**config.mk**
```make
export PLATFORM = sky130hd
export DESIGN_NAME = toeq_cell
export DESIGN_NICKNAME = d
export VERILOG_FILES = /design/src/hw/rtl/toeq_pkg.sv /design/src/hw/rtl/toeq_cell.sv
export SDC_FILE = /design/constraint.sdc
export NUM_CORES = 1
export LEC_CHECK = 0
export BUFFER_PORTS_ARGS = -buffer_cell sky130_fd_sc_hd__buf_4
export CORE_ASPECT_RATIO = 1.1
export CORE_MARGIN = 10
export CORE_UTILIZATION = 40
export DETAILED_ROUTE_END_ITERATION = 8
export PLACE_DENSITY = 0.74
export RECOVER_POWER = 100
export SKIP_LAST_GASP = 1
export SLEW_MARGIN = 25
export SYNTH_ARGS = -nofsm -noshare
export SYNTH_HDL_FRONTEND = slang
export SYNTH_SLANG_ARGS = --single-unit
```
**constraint.sdc**
```tcl
create_clock -name clk_i -period 5.65 [get_ports clk_i]
set_input_delay 1.4125 -clock clk_i [delete_from_list [all_inputs] [get_ports clk_i]]
set_output_delay 1.4125 -clock clk_i [all_outputs]
set_load 0.02 [all_outputs]
```
**src/hw/rtl/toeq_pkg.sv**
```systemverilog
`default_nettype none

package toeq_pkg;

  localparam int unsigned QueueDepthDefault = 64;
  localparam int unsigned TimeWidthDefault  = 64;
  localparam int unsigned DataWidthDefault  = 32;

  localparam logic MODE_INSERT = 1'b0;
  localparam logic MODE_POP    = 1'b1;

  typedef enum logic [1:0] {
    ST_OK    = 2'd0,
    ST_FULL  = 2'd1,
    ST_EMPTY = 2'd2
  } status_e;

  // broadcast to every cell of the chain
  typedef struct packed {
    logic shift_in;
    logic shift_out;
  } cell_ctrl_t;

endpackage

`default_nettype wire

```
**src/hw/rtl/toeq_cell.sv**
```systemverilog
`default_nettype none

module toeq_cell #(
  parameter int unsigned TIME_WIDTH = 64,
  parameter int unsigned DATA_WIDTH = 32
) (
  input  wire logic                  clk_i,
  input  wire toeq_pkg::cell_ctrl_t  ctrl_i,
  input  wire logic [TIME_WIDTH-1:0] new_time_i,
  input  wire logic [DATA_WIDTH-1:0] new_data_i,
  input  wire logic                  valid_i,
  input  wire logic                  prev_le_i,
  input  wire logic [TIME_WIDTH-1:0] left_time_i,
  input  wire logic [DATA_WIDTH-1:0] left_data_i,
  input  wire logic [TIME_WIDTH-1:0] right_time_i,
  input  wire logic [DATA_WIDTH-1:0] right_data_i,
  output logic                       le_o,
  output logic [TIME_WIDTH-1:0]      time_o,
  output logic [DATA_WIDTH-1:0]      data_o
);
  import toeq_pkg::*;

  logic [TIME_WIDTH-1:0] time_q, time_d;
  logic [DATA_WIDTH-1:0] data_q, data_d;

  // held entry stays ahead of the new one, ties included
  assign le_o = valid_i && (time_q <= new_time_i);

  always_comb begin
    time_d = time_q;
    data_d = data_q;
    priority if (ctrl_i.shift_in && !le_o) begin
      if (prev_le_i) begin
        time_d = new_time_i;
        data_d = new_data_i;
      end else begin
        time_d = left_time_i;
        data_d = left_data_i;
      end
    end else if (ctrl_i.shift_out) begin
      time_d = right_time_i;
      data_d = right_data_i;
    end else begin
      time_d = time_q;
      data_d = data_q;
    end
  end

  always_ff @(posedge clk_i) begin
    time_q <= time_d;
    data_q <= data_d;
  end

  assign time_o = time_q;
  assign data_o = data_q;

endmodule

`default_nettype wire

```
==> summary.md, run 1 <==
| Metric | Value |
|---|---|
| Die height | `158 um` |
| Hpwl dp | `between 20,000 and 25,000 um` |
| FF/Latch Area | `a little under 3000 sq um` |
| Compound-gate portion of the synthesized area | `4.66%` |
| Largest net degree at the start of global routing | `74` |
| Share of layout cells above drive strength 1 | `between 50% and 60%` |
| Vias | `approximately 5,800` |
| Main combinational cell family by area after synthesis | `multiplexers` |
| Leak | `roughly 0.0045 uW` |
| H-tree levels | `3` |
| Area growth, synth to finish | `43.0%` |
| Die area | `roughly 23,000 sq um` |
| Status | `finished clean` |
| Clock Skews | `roughly 0.011 ns` |
| Adder-Cell Fraction of Synth Area | `roughly 12%` |
| Post-CTS Setup Inserts | `0` |
| Gates resized, CTS repair | `0` |
| Post-Syn Area per Cell | `12.8 sq um` |
| Final setup viols | `0` |
| Slew at the pin closest to its max-slew limit | `roughly 1.2 ns` |
| Final worst path period share | `93.9%` |
| GP Congestion | `around 0.86` |
| CP startpoint kind | `input port` |
| CTS sink count | `between 90 and 100` |
| Clk slew on worst S/H paths | `roughly 0.070 ns` |
| Global-route wire length before repair | `36,400 um` |
| ANT nets after route | `0` |
| GR peak layer | `met2` |
| Max Freq | `189 MHz` |
| Post-synthesis mux area share | `between 30% and 40%` |
| Antenna violations before repair | `0` |
| Dominant synthesized flop cell | `edfxtp_1` |
| # IOs | `slightly below 400` |
| Via/cell ratio | `between 4 and 5` |
| Post-synth EDFFs | `96` |
| Vias in the first global route | `~6,400` |
| Multi-input logic area | `~3600 sq um` |
| DRC | `0` |
| Synth Area in Simple Gates | `about 4%` |
| R2R Setup Slk | `1.14 ns` |
| Final WL | `between 20,000 and 30,000 um` |
| Synth warnings | `0` |
| CTS max path bufs | `2` |
| Pwr/cell area | `~230 nW/um^2` |
| DR pass1 iterations | `6` |
| Final Hold Fails | `0` |
| Starting DRT DRC Count | `161` |
| Avg WL per Cell | `between 20 and 25 um` |
| Hold crit path type | `in2reg` |
| GRT Overall Usage | `between 20% and 30%` |
| Worst EP required | `approximately 4.2 ns` |
| Setup TNS | `0 ns` |
| Hold WS | `1.35 ns` |
| Worst vdd ir | `between 0.15 and 0.2 mV` |
| Die Wd | `146 um` |
| Rows | `50` |
| Slew Limit Fails | `0` |
| RSZ-0062 raised after global routing | `false` |
| Grt met3 use | `between 6 and 7%` |
| Nets | `about 1,300` |
| Yosys cell types | `33` |
| TritonCTS clock tree | `built` |
| Filler instances | `roughly 1,600` |
| Worst-Skew Late Latency | `between 0.3 and 0.4 ns` |
| CP arrival | `about 4 ns` |
| Count of buffers from port buffering | `~390` |
| Post-Syn Nets | `around 900` |
| Max_slew headroom | `between 10% and 20%` |
| Synthesized netlist cell count | `about 550` |
| Max-cap viol count | `0` |
| GRT overflow | `0` |
| Post-Syn Area | `between 6000 and 7000 sq um` |
| Sequential-to-total area share from yosys stat | `between 40 and 50%` |
| Synth Area in XOR/XNOR | `0%` |
| Root buf cell | `clkbuf_16` |
| Met1 usage | `approximately 22%` |
| Synth Register Bits | `96` |
| Starting density of the core | `between 40% and 50%` |
| Asr flop ratio synth | `0%` |
| Num CTS Buffers | `9` |
| # hold bufs at CTS | `0` |
| Core area | `approximately 17,000 sq um` |
| GR Util met2 | `37.6%` |
| Final worst path period need | `5.30 ns` |
| Antenna Cells | `0` |
| Crit-path max FO | `3` |
| Critical path type | `in2out` |
| Crit. End Element | `output pin` |
## worst max-delay path, stage by stage
cell and delay (ns):
clkbuf_4 0.11, inv_1 0.04, ha_1 0.30, nand4_1 0.19, nor4_2 0.40, nand3_1 0.22, or4_1 0.61, a31o_1 0.23
a21o_1 0.18, clkbuf_1 0.19
## worst paths after layout
path,from,cells past startpoint,endpoint
setup / recovery,new_time_i[59],10,le_o
hold / removal,right_time_i[42],2,time_o[42]
setup reg to reg,time_o[59],9,time_o[43]
hold reg to reg,time_o[1],5,time_o[59]
## synthesized netlist by cell type (2+ instances only)
cell	count	area [sq um]
buf_8	3	45.0
nand2_1	19	71.3
clkbuf_1	11	41.3
buf_4	6	45.0
a21oi_1	27	135
inv_1	67	251
o211ai_1	2	15.0
nand4_1	10	62.6
a211oi_1	2	15.0
nor4_2	2	25.0
mux2_4	29	435
nor4_1	2	12.5
a221oi_1	3	26.3
nand3_1	6	30.0
nor2_1	6	22.5
mux2_2	163	1840
a21o_1	4	30.0
o21ai_0	9	45.0
edfxtp_1	96	2880
and4_1	2	17.5
ha_1	64	801
## cell type report
type	instances	share of cell area (%)
multi-input cells	361	35.9
flip-flops and latches	96	29.0
repair buffers	397	26.7
well taps	234	2.94
inverters	67	2.53
clock buffers	10	2.30
clock inverters	6	0.604
## sequential cells by signal, indices dropped and copies added (netlist names)
name and count:
data_o 32, time_o 64
## cell usage in the layout, fill, tap and decap left out, drive strengths merged, types with 2 or more instances in the layout
cell	n
o211ai	2
buf	299
nand4	11
mux2	192
nand3	6
a21oi	28
clkinv	4
nand2	19
nor4	4
a21o	4
nor2	6
edfxtp	96
and4	2
clkbuf	108
a221oi	3
inv	67
o21ai	9
a211oi	2
ha	64
## power breakdown
| part | internal (uW) | switching [uW] |
|---|---|---|
| sequential | 897 | 43.1 |
| combinational | 362 | 389 |
| clock | 342 | 278 |
## kinds of logic (layout without fill, tap and decap cells)
group | Yosys count | count (layout)
buf+inv | 88 | 480
compound gates | 53 | 53
simple gates | 52 | 52
fa+ha+maj | 64 | 64
flops | 96 | 96
mux | 192 | 192
## per-layer routing
| layer | vias to the layer above | part of all wire (%) |
|---|---|---|
| met1 | 2688 | 37 |
| met2 | 247 | 52 |
| li1 | 2806 | - |
| met4 | 0 | 2.4 |
| met5 | - | 0 |
| met3 | 29 | 8.1 |
## metrics by stage
stage	cells	util (%)	power, uW	instance area (sq um)	setup slack [ns]
after floorplan	545	-	1410	6950	0.362
after global placement	1155	59.5	1790	10100	0.372
after detailed placement	1155	59.5	1810	10100	0.325
after CTS	1171	61.2	2430	10400	0.317
after global routing	1171	58.4	2430	9940	0.114
final	1171	58.4	2310	9940	0.346
(Power assumes the default switching activity.)
==> inputs of run 2 (changes only) <==
==> constraint.sdc (replaced) <==
create_clock -name clk_i -period 6.54 [get_ports clk_i]
set_input_delay 1.635 -clock clk_i [delete_from_list [all_inputs] [get_ports clk_i]]
set_output_delay 1.635 -clock clk_i [all_outputs]
set_load 0.02 [all_outputs]
==> run 2 against run 1 <==
Final cell count fell by 0.34%. Cell area fell by 0.94%. Combinational power fell by 15%.
==> summary.md, run 2 (synthesized netlist as in run 1, its figures left out) <==
| Metric | Value |
|---|---|
| Status | `finished clean` |
| Hpwl dp | `about 21,000 um` |
| Global-route wire length before repair | `between 30,000 and 40,000 um` |
| Met1 usage | `between 20% and 30%` |
| Post-CTS Setup Inserts | `0` |
| Worst vdd ir | `0.107 mV` |
| ANT nets after route | `0` |
| # hold bufs at CTS | `0` |
| Critical path type | `in2out` |
| RSZ-0062 raised after global routing | `false` |
| Starting density of the core | `a little over 40%` |
| GR Util met2 | `roughly two fifths` |
| # IOs | `between 300 and 400` |
| Leak | `approximately 0.0044 uW` |
| Clock Skews | `a little under 0.008 ns` |
| CTS max path bufs | `2` |
| Max Freq | `~170 MHz` |
| Final WL | `25,200 um` |
| Crit-path max FO | `3` |
| Fin worst setup slack | `between 0.6 and 0.7 ns` |
| Commonest non-fill, non-tap cell in the layout | `buf_4` |
| H-tree levels | `3` |
| Root buf cell | `clkbuf_16` |
| Slew at the pin closest to its max-slew limit | `approximately 1.4 ns` |
| Setup TNS | `0 ns` |
| Final worst path period share | `roughly 90%` |
| CP startpoint kind | `input port` |
| Avg WL per Cell | `between 20 and 25 um` |
| Die height | `roughly 160 um` |
| Via/cell ratio | `roughly 5` |
| DRC | `0` |
| Nets | `between 1,000 and 1,500` |
| Clk slew on worst S/H paths | `approximately 0.07 ns` |
| GR peak layer | `met2` |
| Slew Limit Fails | `0` |
| Core area | `approximately 17,000 sq um` |
| Die area | `approximately 23,000 sq um` |
| Starting DRT DRC Count | `271` |
| Leading cell types in the layout, fill and taps excluded | `buf_4 (292), mux2_2 (158), clkbuf_1 (98), edfxtp_1 (96), inv_1 (67)` |
| CTS sink count | `96` |
| Crit. End Element | `output pin` |
| Max reg flops | `64` |
| DP Worst Slack | `slightly below 0.8 ns` |
| Rows | `50` |
| Worst EP required | `between 4 and 5 ns` |
| Psw | `around 600 uW` |
| Share of layout cells above drive strength 1 | `between 50% and 60%` |
| Largest net degree at the start of global routing | `between 90 and 100` |
| Hold crit path type | `in2reg` |
| Max_slew headroom | `between 5 and 6%` |
| Max-cap viol count | `0` |
| Combinational fraction of design power | `around a third` |
| Vias | `5,811` |
| Pwr/cell area | `about 200 nW/um^2` |
| GRT overflow | `0` |
| Die Wd | `146 um` |
| CP arrival | `~4.2 ns` |
| DR pass1 iterations | `5` |
| Antenna violations before repair | `0` |
| Area growth, synth to finish | `41.7%` |
| Vias in the first global route | `between 6,000 and 7,000` |
| GRT Overall Usage | `a little over a fifth` |
| Switching fraction of total power | `a little under a third` |
| TritonCTS clock tree | `built` |
| Num CTS Buffers | `9` |
| Filler instances | `1,621` |
| Gates resized, CTS repair | `0` |
| Clk pwr share | `approximately a quarter` |
| Final setup viols | `0` |
| Cell internal pwr | `about 1400 uW` |
| Antenna Cells | `0` |
| Count of buffers from port buffering | `389` |
| GP Congestion | `just over 0.8` |
| Reg power frac | `between 40% and 50%` |
| Final worst path period need | `between 5 and 6 ns` |
| Final Hold Fails | `0` |
| Grt met3 use | `7.98%` |
| Worst-Skew Late Latency | `~0.35 ns` |
-- run 2: layer usage --
metal | share of wire [%] | vias up
met2 | 53 | 259
met4 | 2.4 | 0
met5 | 0 | -
li1 | - | 2796
met3 | 8.4 | 33
met1 | 36 | 2723
-- run 2: worst paths after layout --
kind / from / to / slack, ns / cells after the start
setup / recovery: new_time_i[59] / le_o / 0.67 / 10
hold / removal: right_time_i[39] / time_o[39] / 1.57 / 2
setup reg to reg: time_o[59] / time_o[41] / 2.00 / 9
hold reg to reg: time_o[1] / time_o[59] / 1.76 / 6
-- run 2: final cells by class --
| class | instances | area, sq um | area share [%] |
|---|---|---|---|
| Timing Repair Buffer | 394 | 2580 | 26.2 |
| Multi-Input combinational cell | 361 | 3560 | 36.1 |
| Clock buffer | 9 | 225 | 2.29 |
| Sequential cell | 96 | 2880 | 29.3 |
| Clock inverter | 6 | 51.3 | 0.521 |
| Inverter | 67 | 251 | 2.55 |
| Tap cell | 234 | 293 | 2.97 |
-- run 2: worst max-delay path: stages --
cell and delay (ns):
clkbuf_4 0.11, inv_1 0.04, ha_1 0.30, nand4_1 0.19
nor4_1 0.52, nand3_1 0.21, or4_1 0.62, a31o_1 0.23
a21o_1 0.17, clkbuf_1 0.21
-- run 2: metrics by stage --
step           area, sq um  instances  power [uW]  utilization, %  hold WS (ns)
2_1_floorplan         6950        545        1210               -          1.44
3_3_place_gp         10100       1152        1540            59.2          1.51
3_5_place_dp         10100       1152        1560            59.2          1.54
4_1_cts              10400       1167        2080            60.8          1.55
5_1_grt               9850       1167        2080            57.9          1.57
6_report              9850       1167        1970            57.9          1.57
-- run 2: power by group through the flow --
stage	clock network [uW]	logic [uW]	registers (uW)
2_1_floorplan	0	300	915
3_3_place_gp	0	716	826
3_5_place_dp	0	728	828
4_1_cts	536	730	816
5_1_grt	556	699	824
6_report	521	639	814
==> inputs of run 3 (changes only) <==
--- a/config.mk
+++ b/config.mk
@@ -6,11 +6,11 @@
 export NUM_CORES = 1
 export LEC_CHECK = 0
 export BUFFER_PORTS_ARGS = -buffer_cell sky130_fd_sc_hd__buf_4
-export CORE_ASPECT_RATIO = 1.1
-export CORE_MARGIN = 10
-export CORE_UTILIZATION = 40
+export CORE_AREA = 10 10 144 146
+export CTS_BUF_LIST = sky130_fd_sc_hd__clkbuf_4 sky130_fd_sc_hd__clkbuf_8
 export DETAILED_ROUTE_END_ITERATION = 8
-export PLACE_DENSITY = 0.74
+export DIE_AREA = 0 0 154 156
+export PLACE_DENSITY = 0.72
 export RECOVER_POWER = 100
 export SKIP_LAST_GASP = 1
 export SLEW_MARGIN = 25
==> run 3 against run 2 <==
The run now ends with capacitance limit, slew limit left. Core utilization down 3.0 points. Clock skew is 0.0069 ns higher. Die area rose by 4.2%. Cell area shrank 0.56%. Largest power group unchanged. Highest routed layer unchanged.
==> summary.md, run 3 (synthesized netlist as in run 1, its figures left out) <==
| Metric | Value |
|---|---|
| Hpwl dp | `~21,000 um` |
| CTS sink count | `96` |
| Psw | `584 uW` |
| Starting DRT DRC Count | `~210` |
| Reg-to-Reg Start | `time_o[58]` |
| Filler instances | `between 1,500 and 2,000` |
| Post-CTS Setup Inserts | `0` |
| Root buf cell | `clkbuf_8` |
| DRC | `0` |
| Gates resized, CTS repair | `0` |
| Critical path type | `in2out` |
| Leading cell types in the layout, fill and taps excluded | `buf_4 (293), mux2_2 (162), clkbuf_1 (100), edfxtp_1 (96), inv_1 (67)` |
| Status | `complete, but fails checks` |
| Tot Pwr | `1880 uW` |
| Hold crit path type | `in2reg` |
| Avg WL per Cell | `about 21 um` |
| Antenna violations before repair | `0` |
| CP startpoint | `new_time_i[59]` |
| Clock Skews | `roughly 0.015 ns` |
| Pwr/cell area | `192 nW/um^2` |
| Grt met3 use | `under 10%` |
| Max_slew headroom | `-2.11%` |
| GRT Overall Usage | `a little under a fifth` |
| GR peak layer | `met2` |
| Die height | `156 um` |
| Setup TNS | `0 ns` |
| GR Util met2 | `between 30% and 40%` |
| Final worst path period share | `about 90%` |
| Rows | `49` |
| CTS max path bufs | `2` |
| Crit Reg-Reg Endpoint | `time_o[10]` |
| Vias | `5,711` |
| Final WL | `approximately 24,000 um` |
| Clk slew on worst S/H paths | `0.09 ns` |
| DP Worst Slack | `approximately 0.70 ns` |
| CP startpoint kind | `input port` |
| Max-cap viol count | `1` |
| R2R cell count | `9` |
| Slew at the pin closest to its max-slew limit | `between 1.5 and 2 ns` |
| Met1 usage | `about a fifth` |
| # IOs | `390` |
| Final core occ | `a little over half` |
| RSZ-0062 raised after global routing | `false` |
| Fin worst setup slack | `~0.57 ns` |
| Worst EP required | `between 4 and 5 ns` |
| Die area | `~24,000 sq um` |
| Worst-Skew Late Latency | `0.37 ns` |
| Share of layout cells above drive strength 1 | `slightly above 50%` |
| Final setup viols | `0` |
| Area growth, synth to finish | `40.9%` |
| GP Congestion | `about 0.83` |
| Starting density of the core | `between 30% and 40%` |
| # hold bufs at CTS | `0` |
| Core area | `between 15,000 and 20,000 sq um` |
| Cell internal pwr | `between 1000 and 1500 uW` |
| FF/Latch Area | `~2900 sq um` |
| Switching fraction of total power | `31.0%` |
| Hold WS | `around 1.5 ns` |
| Clk pwr share | `~23%` |
| GRT overflow | `0` |
| Count of buffers from port buffering | `a little under 400` |
| Largest net degree at the start of global routing | `slightly below 60` |
| Final worst path period need | `between 5 and 6 ns` |
| Commonest non-fill, non-tap cell in the layout | `buf_4` |
| Die Wd | `approximately 150 um` |
| TritonCTS clock tree | `built` |
| Antenna Cells | `0` |
| Reg power frac | `43.0%` |
| Max Freq | `roughly 170 MHz` |
| Leak | `about 0.0044 uW` |
| Crit-path max FO | `3` |
| Max reg flops | `64` |
| Num CTS Buffers | `9` |
| R2R Setup Slk | `1.69 ns` |
| Via/cell ratio | `4.90` |
| Worst setup endpoint | `le_o` |
| Final Hold Fails | `0` |
| Vias in the first global route | `roughly 6,200` |
| Slew Limit Fails | `59` |
| CP arrival | `roughly 4.3 ns` |
| DR pass1 iterations | `5` |
| Worst vdd ir | `about 0.096 mV` |
| H-tree levels | `3` |
| ANT nets after route | `0` |
| Crit. End Element | `output pin` |
| Multi-input logic area | `between 3000 and 4000 sq um` |
| Nets | `1,289` |
| Failing checks | `capacitance limit, slew limit` |
| Global-route wire length before repair | `approximately 36,000 um` |
| Combinational fraction of design power | `between 30% and 40%` |
run 3: stage by stage:
stage | instances | cell area [sq um]
2_1_floorplan | 545 | 6950
3_3_place_gp | 1150 | 10100
3_5_place_dp | 1150 | 10100
4_1_cts | 1166 | 10300
5_1_grt | 1166 | 9790
6_report | 1166 | 9790
run 3: power groups by stage:
stage / sequential (uW) / clock [uW] / combinational [uW]
global placement: 823 / 0 / 721
global route: 820 / 473 / 699
finish: 811 / 435 / 638
floorplan: 915 / 0 / 300
detailed placement: 825 / 0 / 728
CTS: 812 / 452 / 730
run 3: layer usage:
| metal | vias up | wire length [um] |
|---|---|---|
| met2 | 237 | 12700 |
| met3 | 24 | 2070 |
| met4 | 0 | 494 |
| met5 | - | 0 |
| li1 | 2805 | - |
| met1 | 2645 | 9250 |
run 3: worst min-delay path by stage:
| stage | startpoint | end | depth (start not counted) |
|---|---|---|---|
| global route | right_time_i[42] | time_o[42] | 2 |
| detailed placement | time_o[2] | time_o[37] | 6 |
| floorplan | time_o[63] | data_o[0] | 7 |
| finish | right_time_i[50] | time_o[50] | 2 |
| CTS | right_time_i[42] | time_o[42] | 2 |
| global placement | time_o[1] | time_o[35] | 6 |
run 3: area by class of cell:
cell class | count | area share [%]
multi-input combinational | 361 | 36.3
tap | 229 | 2.93
sequential | 96 | 29.4
clock inverter | 6 | 0.856
inverter | 67 | 2.57
timing repair buffer | 397 | 26.5
clock buffer | 10 | 1.34
run 3: critical path, stage by stage:
cell	delay [ns]
clkbuf_4	0.11
inv_1	0.04
ha_1	0.31
nand4_1	0.21
nor4_1	0.56
nand3_1	0.27
or4_1	0.62
a31o_1	0.23
a21o_1	0.18
clkbuf_1	0.18
